[config.mk]
export PLATFORM = sky130hd
export DESIGN_NAME = six_axis_step_pulse_generator_unit
export DESIGN_NICKNAME = d
export VERILOG_FILES = /design/src/hw/rtl/saspg_pkg.sv /design/src/hw/rtl/six_axis_step_pulse_generator_unit.sv
export VERILOG_INCLUDE_DIRS = /design/src /design/src/hw/rtl
export SDC_FILE = /design/constraint.sdc
export NUM_CORES = 2
export LEC_CHECK = 0
export ABC_AREA = 1
export BUFFER_PORTS_ARGS = -buffer_cell sky130_fd_sc_hd__buf_2
export CAP_MARGIN = 30
export CORE_UTILIZATION = 44
export CTS_CLUSTER_SIZE = 10
export DETAILED_ROUTE_END_ITERATION = 8
export PLACE_DENSITY = 0.68
export SYNTH_ARGS = -nofsm -noshare
export SYNTH_HDL_FRONTEND = slang
export SYNTH_SLANG_ARGS = --single-unit
[constraint.sdc]
create_clock -name clk -period 3.6 [get_ports clk]
set_input_delay 0.9 -clock clk [delete_from_list [all_inputs] [get_ports clk]]
set_output_delay 0.9 -clock clk [all_outputs]
set_load 0.05 [all_outputs]
[src/hw/rtl/six_axis_step_pulse_generator_unit_defines.svh]
// Assertion macros shared by the step pulse generator RTL.
`ifndef SIX_AXIS_STEP_PULSE_GENERATOR_UNIT_DEFINES_SVH
`define SIX_AXIS_STEP_PULSE_GENERATOR_UNIT_DEFINES_SVH

`ifndef SYNTHESIS

// A condition that must hold at every clock edge outside reset.
`define SASPG_ASSERT(lbl, cond) \
  lbl: assert property (@(posedge clk) disable iff (!rst_n) (cond)) \
    else $error("saspg assertion failed");

// A condition that, once seen, implies another at the next clock edge.
`define SASPG_ASSERT_NEXT(lbl, ante, cons) \
  lbl: assert property (@(posedge clk) disable iff (!rst_n) (ante) |=> (cons)) \
    else $error("saspg assertion failed");

`else

`define SASPG_ASSERT(lbl, cond)
`define SASPG_ASSERT_NEXT(lbl, ante, cons)

`endif

`endif

[src/hw/rtl/saspg_pkg.sv]
// Package with widths, codes and payload types of the step pulse generator.
package saspg_pkg;

  localparam int NUM_AXES  = 6;
  localparam int AXIS_W    = 3;
  localparam int STEP_W    = 20;
  localparam int TIMER_W   = 24;
  localparam int CFG_IDX_W = 2;
  localparam int KIND_W    = 2;

  localparam logic [TIMER_W-1:0] HALF_PERIOD_RST        = 24'd1500;
  localparam logic [TIMER_W-1:0] HOMING_HALF_PERIOD_RST = 24'd1500;
  localparam logic [STEP_W-1:0]  HOMING_STEP_COUNT_RST  = 20'd2880;

  localparam logic [KIND_W-1:0] KIND_TICK = 2'd0;
  localparam logic [KIND_W-1:0] KIND_AXIS = 2'd1;
  localparam logic [KIND_W-1:0] KIND_HOME = 2'd2;

  localparam logic [CFG_IDX_W-1:0] CFG_HALF_PERIOD        = 2'd0;
  localparam logic [CFG_IDX_W-1:0] CFG_HOMING_HALF_PERIOD = 2'd1;
  localparam logic [CFG_IDX_W-1:0] CFG_HOMING_STEP_COUNT  = 2'd2;

  typedef struct packed {
    logic [KIND_W-1:0] kind;
    logic [AXIS_W-1:0] axis;
    logic              enable;
    logic              direction;
    logic [STEP_W-1:0] step_count;
    logic              start_req;
    logic              home_switch;
  } in_item_t;

  typedef struct packed {
    logic [7:0]          out_byte_a;
    logic [7:0]          out_byte_b;
    logic [7:0]          out_byte_c;
    logic [7:0]          out_byte_d;
    logic [NUM_AXES-1:0] busy_axes;
    logic                homing_active;
  } out_item_t;

endpackage

[src/hw/rtl/six_axis_step_pulse_generator_unit.sv]
// Six-axis step/direction pulse generator with homing on axis 0.
// A result passes the input register, then the result register, where it is held.
// Throughput: one item per cycle if not stalled; all six axes update in parallel in one logic pass.
// The input register stalls only while the result register is full and stalled.
// Reset (rst_n low, synchronous) clears all axis and homing state and loads the register defaults.
`include "six_axis_step_pulse_generator_unit_defines.svh"

module six_axis_step_pulse_generator_unit (
  input  logic                                   clk,
  input  logic                                   rst_n,
  input  logic                                   in_valid,
  output logic                                   in_stall,
  input  saspg_pkg::in_item_t                    in_data,
  output logic                                   out_valid,
  input  logic                                   out_stall,
  output saspg_pkg::out_item_t                   out_data,
  input  logic                                   cfg_valid,
  output logic                                   cfg_ready,
  input  logic [saspg_pkg::CFG_IDX_W-1:0]        cfg_index,
  input  logic [saspg_pkg::TIMER_W-1:0]          cfg_data
);

  typedef struct packed {
    logic                         enable;
    logic                         direction;
    logic                         pulse;
    logic                         running;
    logic                         start;
    logic [saspg_pkg::STEP_W-1:0]  steps;
    logic [saspg_pkg::TIMER_W-1:0] timer;
  } axis_state_t;

  function automatic logic [saspg_pkg::TIMER_W-1:0] nonzero_period(
    input logic [saspg_pkg::TIMER_W-1:0] p
  );
    return (p == '0) ? {{(saspg_pkg::TIMER_W-1){1'b0}}, 1'b1} : p;
  endfunction

  // One tick of a single axis: start a pulse, count down a phase, or end the move.
  function automatic axis_state_t axis_advance(
    input axis_state_t                   a,
    input logic [saspg_pkg::TIMER_W-1:0] per
  );
    axis_state_t                   r;
    logic [saspg_pkg::TIMER_W-1:0] t;
    logic [saspg_pkg::STEP_W-1:0]  s;
    r = a;
    t = a.timer;
    s = a.steps;
    if (!a.running) begin
      if (a.start) begin
        if (a.steps != '0) begin
          r.running = 1'b1;
          r.pulse   = 1'b1;
          r.timer   = per;
        end else begin
          r.start = 1'b0;
        end
      end
    end else begin
      if (a.timer != '0) begin
        t = a.timer - 1'b1;
      end
      r.timer = t;
      if (t == '0) begin
        if (a.pulse) begin
          r.pulse = 1'b0;
          r.timer = per;
        end else begin
          if (a.steps != '0) begin
            s = a.steps - 1'b1;
          end
          r.steps = s;
          if ((s == '0) || !a.start) begin
            r.running = 1'b0;
            r.start   = 1'b0;
          end else begin
            r.pulse = 1'b1;
            r.timer = per;
          end
        end
      end
    end
    return r;
  endfunction

  logic [saspg_pkg::TIMER_W-1:0] half_period_r;
  logic [saspg_pkg::TIMER_W-1:0] homing_half_period_r;
  logic [saspg_pkg::STEP_W-1:0]  homing_step_count_r;
  logic [saspg_pkg::TIMER_W-1:0] half_eff;
  logic [saspg_pkg::TIMER_W-1:0] homing_eff;

  saspg_pkg::in_item_t  item_r;
  logic                 item_vld_r;
  saspg_pkg::out_item_t out_r;
  saspg_pkg::out_item_t out_nxt;
  logic                 out_vld_r;
  logic                 can_adv;
  logic                 adv;

  axis_state_t ax_r   [saspg_pkg::NUM_AXES];
  axis_state_t ax_nxt [saspg_pkg::NUM_AXES];
  logic        homing_req_r;
  logic        homing_req_nxt;
  logic        homing_started_r;
  logic        homing_started_nxt;

  logic [saspg_pkg::NUM_AXES-1:0] running_vec;
  logic [saspg_pkg::NUM_AXES-1:0] pulse_vec;
  logic [saspg_pkg::NUM_AXES-1:0] timer_nz_vec;
  logic [saspg_pkg::NUM_AXES-1:0] busy_nxt;

  // Handshake: the result register frees itself when its transfer completes.
  assign can_adv   = !out_vld_r || !out_stall;
  assign adv       = item_vld_r && can_adv;
  assign in_stall  = item_vld_r && !can_adv;
  assign out_valid = out_vld_r;
  assign out_data  = out_r;
  assign cfg_ready = 1'b1;

  assign half_eff   = nonzero_period(half_period_r);
  assign homing_eff = nonzero_period(homing_half_period_r);

  always_ff @(posedge clk) begin
    if (!rst_n) begin
      half_period_r        <= saspg_pkg::HALF_PERIOD_RST;
      homing_half_period_r <= saspg_pkg::HOMING_HALF_PERIOD_RST;
      homing_step_count_r  <= saspg_pkg::HOMING_STEP_COUNT_RST;
    end else if (cfg_valid && cfg_ready) begin
      unique case (cfg_index)
        saspg_pkg::CFG_HALF_PERIOD:        half_period_r        <= cfg_data;
        saspg_pkg::CFG_HOMING_HALF_PERIOD: homing_half_period_r <= cfg_data;
        saspg_pkg::CFG_HOMING_STEP_COUNT:
          homing_step_count_r <= cfg_data[saspg_pkg::STEP_W-1:0];
        default: ;
      endcase
    end
  end

  always_comb begin
    for (int i = 0; i < saspg_pkg::NUM_AXES; i++) begin
      ax_nxt[i] = ax_r[i];
    end
    homing_req_nxt     = homing_req_r;
    homing_started_nxt = homing_started_r;
    if (adv) begin
      unique case (item_r.kind)
        saspg_pkg::KIND_TICK: begin
          // The home switch is looked at before the homing move is (re)started.
          if (item_r.home_switch && homing_req_r) begin
            ax_nxt[0].start    = 1'b0;
            homing_req_nxt     = 1'b0;
            homing_started_nxt = 1'b0;
          end
          if (homing_req_nxt && !homing_started_nxt) begin
            homing_started_nxt  = 1'b1;
            ax_nxt[0].direction = 1'b1;
            ax_nxt[0].steps     = homing_step_count_r;
            ax_nxt[0].start     = 1'b1;
          end
          for (int i = 0; i < saspg_pkg::NUM_AXES; i++) begin
            ax_nxt[i] = axis_advance(ax_nxt[i],
                                     ((i == 0) && homing_started_nxt) ? homing_eff : half_eff);
          end
        end
        saspg_pkg::KIND_AXIS: begin
          if (item_r.axis < saspg_pkg::AXIS_W'(saspg_pkg::NUM_AXES)) begin
            ax_nxt[item_r.axis].enable    = item_r.enable;
            ax_nxt[item_r.axis].direction = item_r.direction;
            ax_nxt[item_r.axis].steps     = item_r.step_count;
            ax_nxt[item_r.axis].start     = item_r.start_req;
          end
        end
        saspg_pkg::KIND_HOME: homing_req_nxt = 1'b1;
        default: ;
      endcase
    end
  end

  always_comb begin
    for (int i = 0; i < saspg_pkg::NUM_AXES; i++) begin
      busy_nxt[i]     = ax_nxt[i].running;
      running_vec[i]  = ax_r[i].running;
      pulse_vec[i]    = ax_r[i].pulse;
      timer_nz_vec[i] = (ax_r[i].timer != '0);
    end
    out_nxt.out_byte_a = {ax_nxt[0].direction, ax_nxt[2].direction,
                          ax_nxt[0].pulse, ax_nxt[2].pulse, 4'b0000};
    out_nxt.out_byte_b = {ax_nxt[1].enable, ax_nxt[4].enable,
                          ax_nxt[1].direction, ax_nxt[4].direction,
                          ax_nxt[1].pulse, ax_nxt[4].pulse,
                          ax_nxt[0].enable, ax_nxt[2].enable};
    out_nxt.out_byte_c = {1'b0, ax_nxt[3].direction, 1'b0, ax_nxt[3].pulse, 4'b0000};
    out_nxt.out_byte_d = {1'b0, ax_nxt[5].enable, 1'b0, ax_nxt[5].direction,
                          1'b0, ax_nxt[5].pulse, 1'b0, ax_nxt[3].enable};
    out_nxt.busy_axes     = busy_nxt;
    out_nxt.homing_active = homing_started_nxt;
  end

  always_ff @(posedge clk) begin
    if (!rst_n) begin
      for (int i = 0; i < saspg_pkg::NUM_AXES; i++) begin
        ax_r[i] <= '0;
      end
      homing_req_r     <= 1'b0;
      homing_started_r <= 1'b0;
      item_vld_r       <= 1'b0;
      out_vld_r        <= 1'b0;
    end else begin
      for (int i = 0; i < saspg_pkg::NUM_AXES; i++) begin
        ax_r[i] <= ax_nxt[i];
      end
      homing_req_r     <= homing_req_nxt;
      homing_started_r <= homing_started_nxt;
      if (!in_stall) begin
        item_vld_r <= in_valid;
      end
      if (can_adv) begin
        out_vld_r <= item_vld_r;
      end
    end
  end

  always_ff @(posedge clk) begin
    if (!in_stall) begin
      item_r <= in_data;
    end
    if (adv) begin
      out_r <= out_nxt;
    end
  end

  `SASPG_ASSERT(a_running_timer_nz, (running_vec & ~timer_nz_vec) == '0)
  `SASPG_ASSERT(a_pulse_only_running, (pulse_vec & ~running_vec) == '0)
  `SASPG_ASSERT(a_started_has_request, !homing_started_r || homing_req_r)
  `SASPG_ASSERT_NEXT(a_held_item_kept, in_stall, item_vld_r && $stable(item_r))
  `SASPG_ASSERT_NEXT(a_non_tick_no_motion, adv && (item_r.kind != saspg_pkg::KIND_TICK),
                     $stable(running_vec) && $stable(pulse_vec))

endmodule
**After elaboration in Yosys (flattened, before gate mapping)**

Memories as Yosys holds them, arrays and structs flattened.
Cells that the tools add are included.

- Input port bits: 60
- Register bits: 126
- Bits in latches: 0
- ROM bits: 0
- Logic and storage cells: 295
- Memory bits (writable): 294
- Output and inout bits: 42
- Memories: 1

- Shifts and indexed selects: 0
- Bitwise gates (word level): 7
- Muxes and demuxes: 193
- Multiply operators: 0
- Divide/modulo/power cells: 0
- Magnitude comparators: 3
- Reduce and logical (&&, ||, !) cells: 55
- Add/sub/neg operators: 12
- Equal/unequal tests: 4

Memory list:

| memory | depth | bits a word | read ports | clocked after Yosys merged registers in | write ports | RTL line | RTL |
|---|---|---|---|---|---|---|---|
| ax_r | 6 | 49 | 6 | 0 | 6 | six_axis_step_pulse_generator_unit.sv:101 | `axis_state_t ax_r [saspg_pkg::NUM_AXES];` |

Operator list:

| cell | count |
|---|---|
| $mux 24 | 57 |
| $bwmux 294 | 4 |
| $mux 20 | 42 |
| $demux 49 s3 | 4 |
| $mux 294 | 2 |
| $pmux 294 s2 | 1 |
| $mux 49 | 7 |
| $mux 47 | 6 |
| $logic_not 24->1 | 8 |
| $reduce_bool 24->1 | 6 |
| $sub 24x1->24 const B | 6 |
| $mux 22 | 6 |
| $logic_not 20->1 | 6 |
| $reduce_bool 20->1 | 6 |
| $sub 20x1->20 const B | 6 |
| $mux 21 | 3 |
| $mux 48 | 1 |
| $mux 45 | 1 |
| $mux 44 | 1 |
| $mux 3 | 12 |
| $mux 1 | 33 |
| $mux 2 | 12 |
| $logic_not 1->1 | 10 |
| $reduce_and 2->1 | 4 |
| other kinds (12) | 30 |

**Depth between registers and ports, before layout**

- Depth after elaboration: 25
- Gate-level depth with buffers: 25
- Depth with buffers taken out: 24

**Worst setup path before layout**

No wires, ideal clock.

- Kind: register -> register
- From: register item_r[0] in the netlist's numbering
- To: memory ax_r[0][16] in the netlist's numbering
- Cell stages (with the launch flop): 24
- Setup slack: 0.541 ns
- Buffers on the path: 4
- Setup time: 0.132 ns
- Required time: 3.468 ns
- Arrival: 2.927 ns
- Period minus slack after synthesis: 3.059 ns
- Cells stage by stage: edfxtp_1 > inv_2 > nand3_4 > buf_8 > buf_6 > o21ai_4 > ha_1 > nand2_4 > nor2_4 > nand2_4 > nor2_8 > nand2_4 > buf_6 > o21ai_1 > nand2_1 > nor2_1 > nand3_1 > nand2_2 > nand2_4 > nand2_4 > buf_2 > nand3_1 > nand3_1 > a21oi_1

RTL lines:

| what | RTL line | RTL |
|---|---|---|
| from (decl) | six_axis_step_pulse_generator_unit.sv:93 | `saspg_pkg::in_item_t item_r;` |
| from (signal assigned) | six_axis_step_pulse_generator_unit.sv:226 | `item_r <= in_data;` |
| to (decl) | six_axis_step_pulse_generator_unit.sv:101 |  |

==> flow_summary.json <==
{
  "cts.clk_slew.worst_paths_ps": 70,
  "antenna_found_initial": 4,
  "clock_skew_ps": 46.3,
  "first_pass_iters": 6,
  "viasPerCell": 5.99,
  "port_buffers": 86,
  "clk_latency_ps": 640,
  "cp.required_ps": 4150,
  "grt_pass1_vias": 30640,
  "rsz0062_at_grt": "true",
  "regArea_um2": 8950,
  "max-vdd-ir-drop_uv": 446,
  "crit_end": "ax_r[2][34]$_SDFFE_PN0P_",
  "core_area_um2": 67600,
  "min_from": "in_data[6]",
  "status": "complete, no violations",
  "synth.cell_area_um2": 30300,
  "cts_inserted_buffers": 53,
  "die_h_um": 264,
  "arrival_ps": 3920,
  "fmax_mhz": 296,
  "async_reset_ff_share_pct": 0,
  "rr_startpoint": "ax_r[2][18]$_SDFFE_PN0P_",
  "hpwlAfterDp_mm": 83.8,
  "die_x_um": 264,
  "crit_start": "ax_r[2][18]$_SDFFE_PN0P_",
  "rows": 95,
  "grt_pass1_wl_mm": 181,
  "vias": 34542,
  "ys_warn_count": 0,
  "reg2reg_to": "ax_r[2][34]$_SDFFE_PN0P_",
  "ctsHoldBuffers": 0,
  "overflow": 0,
  "clock_sinks": 420,
  "pre_cts_ws_ps": 117,
  "grt_max_degree": 110,
  "htreeDepth": 2,
  "min_period_over_period_pct": 93.9,
  "cts_tree": "built",
  "fillers": 6987,
  "initial_core_util_pct": 44.8,
  "cp_max_fo": 18,
  "ant_nets": 0,
  "drc": 0,
  "maxCapViolCount": 0,
  "detail_route.wirelength_mm": 117,
  "synth_edf_count": 54,
  "synth_cells": 4824,
  "synth_cell_types": 59,
  "hp-class": "primary input to flop",
  "setup_viol": 0,
  "cp-start-kind": "flop",
  "syn_to_final_growth_pct": 11.4,
  "synth-main-ff-cell": "dfxtp_1",
  "dp_cells": 5665,
  "drt_iter0_drc": 4311,
  "slew_violations": 0,
  "io_pins": 102,
  "cts_root_buf": "clkbuf_16",
  "fin_cells": 5762,
  "multi_input_area_um2": 18700,
  "seq_area_frac_synth_pct": 29.5,
  "fin_nets": 4930,
  "slew_headroom_pct": 35.6,
  "endpoint_kind": "flop",
  "r2r_slack_ps": 220,
  "die_area_um2": 69900,
  "power_uw": 14700,
  "gp_congestion": 1.00,
  "fin_crit_ps": 3380,
  "final_hold_viol_count": 0,
  "worst-setup-path-type": "flop to flop",
  "reg2reg_depth": 15,
  "syn_avg_cell_area_um2": 6.28,
  "p_per_area_nw_per_um2": 437,
  "wl_per_cell_um": 20.3,
  "setup_ws_ps": 221,
  "track_usage_pct": 32.5,
  "clockBufferDepth": 3,
  "ys_ff_latch": 420,
  "drive_above_1_share_pct": 9.21,
  "tightest_slew_ps": 964,
  "power.leakage_uw": 0.0146
}
==> worst min-delay path by stage <==
stage,to,slack [ps],cells after the start
after floorplan,homing_step_count_r[1]$_SDFFE_PN0P_,430,2
after detailed placement,homing_half_period_r[12]$_SDFFE_PN0P_,460,2
final,item_r[6]$_DFFE_PN_,420,1
after global placement,homing_half_period_r[10]$_SDFFE_PN1P_,450,2
after global routing,item_r[6]$_DFFE_PN_,420,1
after CTS,item_r[6]$_DFFE_PN_,410,1
==> area by class of cell <==
class | instances | share of cell area (%)
Timing Repair Buffer | 246 | 5.39
Clock inverter | 12 | 0.478
Clock buffer | 79 | 4.47
Inverter | 392 | 4.39
Antenna cell | 1 | 0.00741
Multi-Input combinational cell | 3739 | 55.5
Tap cell | 873 | 3.24
Sequential cell | 420 | 26.5
==> critical path: stages, from the launching register on <==
cell and delay, ps:
dfxtp_1 350, nor2_1 200, nand2_1 130, nor4_1 260
nand3_2 310, o21ai_0 560, nand4_1 150, nor2_1 120
nand3_1 220, buf_4 280, nand2_1 70, nand3_1 80
inv_1 90, buf_4 210, o21ai_0 100, a31oi_1 150
==> cell usage in the layout, fill, tap and decap left out, types with 85 or more instances in the layout <==
master	instances
nand4_1	104
a21oi_1	486
buf_4	143
o21ai_0	466
dfxtp_1	366
xor2_1	101
nand3_1	444
inv_1	372
nor2_1	558
buf_2	85
nand2_1	990
==> cell usage after synthesis, types with 8 or more instances <==
cell	count	area (um2)
a31o_2	12	105
ha_1	18	225
buf_1	19	71.3
nand3_1	445	2230
o31ai_1	37	278
buf_2	41	205
xnor2_1	11	96.3
o211ai_1	68	510
nand2_4	8	90.1
nand4_1	104	651
nor2_1	563	2110
a221oi_1	83	727
clkbuf_1	196	736
nor3_1	51	255
a31oi_1	40	250
nand3b_1	47	353
nor2_2	8	50.1
dfxtp_1	366	7330
clkinv_1	11	41.3
inv_1	374	1400
buf_4	22	165
a22oi_1	10	75.1
o21ai_1	18	90.1
nand2_2	18	113
edfxtp_1	54	1620
nor4_1	29	181
xor2_1	101	885
o21ai_0	466	2330
nand2_1	997	3740
a21oi_1	487	2440
or2_2	37	231
and2_1	13	81.3
==> layer usage <==
layer | global-route usage (%) | vias to the layer above | routed length, um
met5 | 0 | - | 27
met1 | 46.0 | 16077 | 51200
li1 | - | 16517 | -
met3 | 4.24 | 253 | 10900
met2 | 50.4 | 1691 | 50800
met4 | 11.4 | 4 | 4280
==> cell families (layout without fill, tap and decap cells) <==
logic type	after synthesis	in the layout	synth area share, %
and+or+nand+nor	2340	2340	34.0
AOI/OAI and AO/OA	1254	1254	23.4
buffers and inverters	678	729	9.04
DFF	420	420	29.5
xor gates and xnor gates	112	112	3.24
adders and majority gates	18	18	0.743
other	2	16	0.0248
==> sequential cells by signal (all words and copies together) (netlist names) <==
signal                cells
homing_started_r          1
out_data                 25
item_r                   29
half_period_r            24
homing_half_period_r     24
homing_step_count_r      20
out_valid                 1
ax_r                    294
homing_req_r              1
item_vld_r                1
==> metrics by stage <==
step,util [%],setup TNS [ps],cell area (um2),hold WS (ps)
after floorplan,-,0,30300,430
after global placement,47.2,0,31900,451
after detailed placement,47.2,0,31900,460
after CTS,49.7,0,33600,408
after global routing,49.9,-57.0,33800,419
final,49.9,0,33800,418
==> where the power goes <==
| part | leakage, uW | internal, uW | switching [uW] |
|---|---|---|---|
| sequential | 0.00352 | 4910 | 258 |
| combinational | 0.0103 | 1370 | 2850 |
| clock | 0.000814 | 3100 | 2250 |
| total | 0.0146 | 9390 | 5350 |
==> repair_timing <==
item,4_1_cts,5_1_grt
setup buffers,0,4
resized for setup,0,23
setup endpoints to repair,0,114
Power figures use the tool's default switching activity.
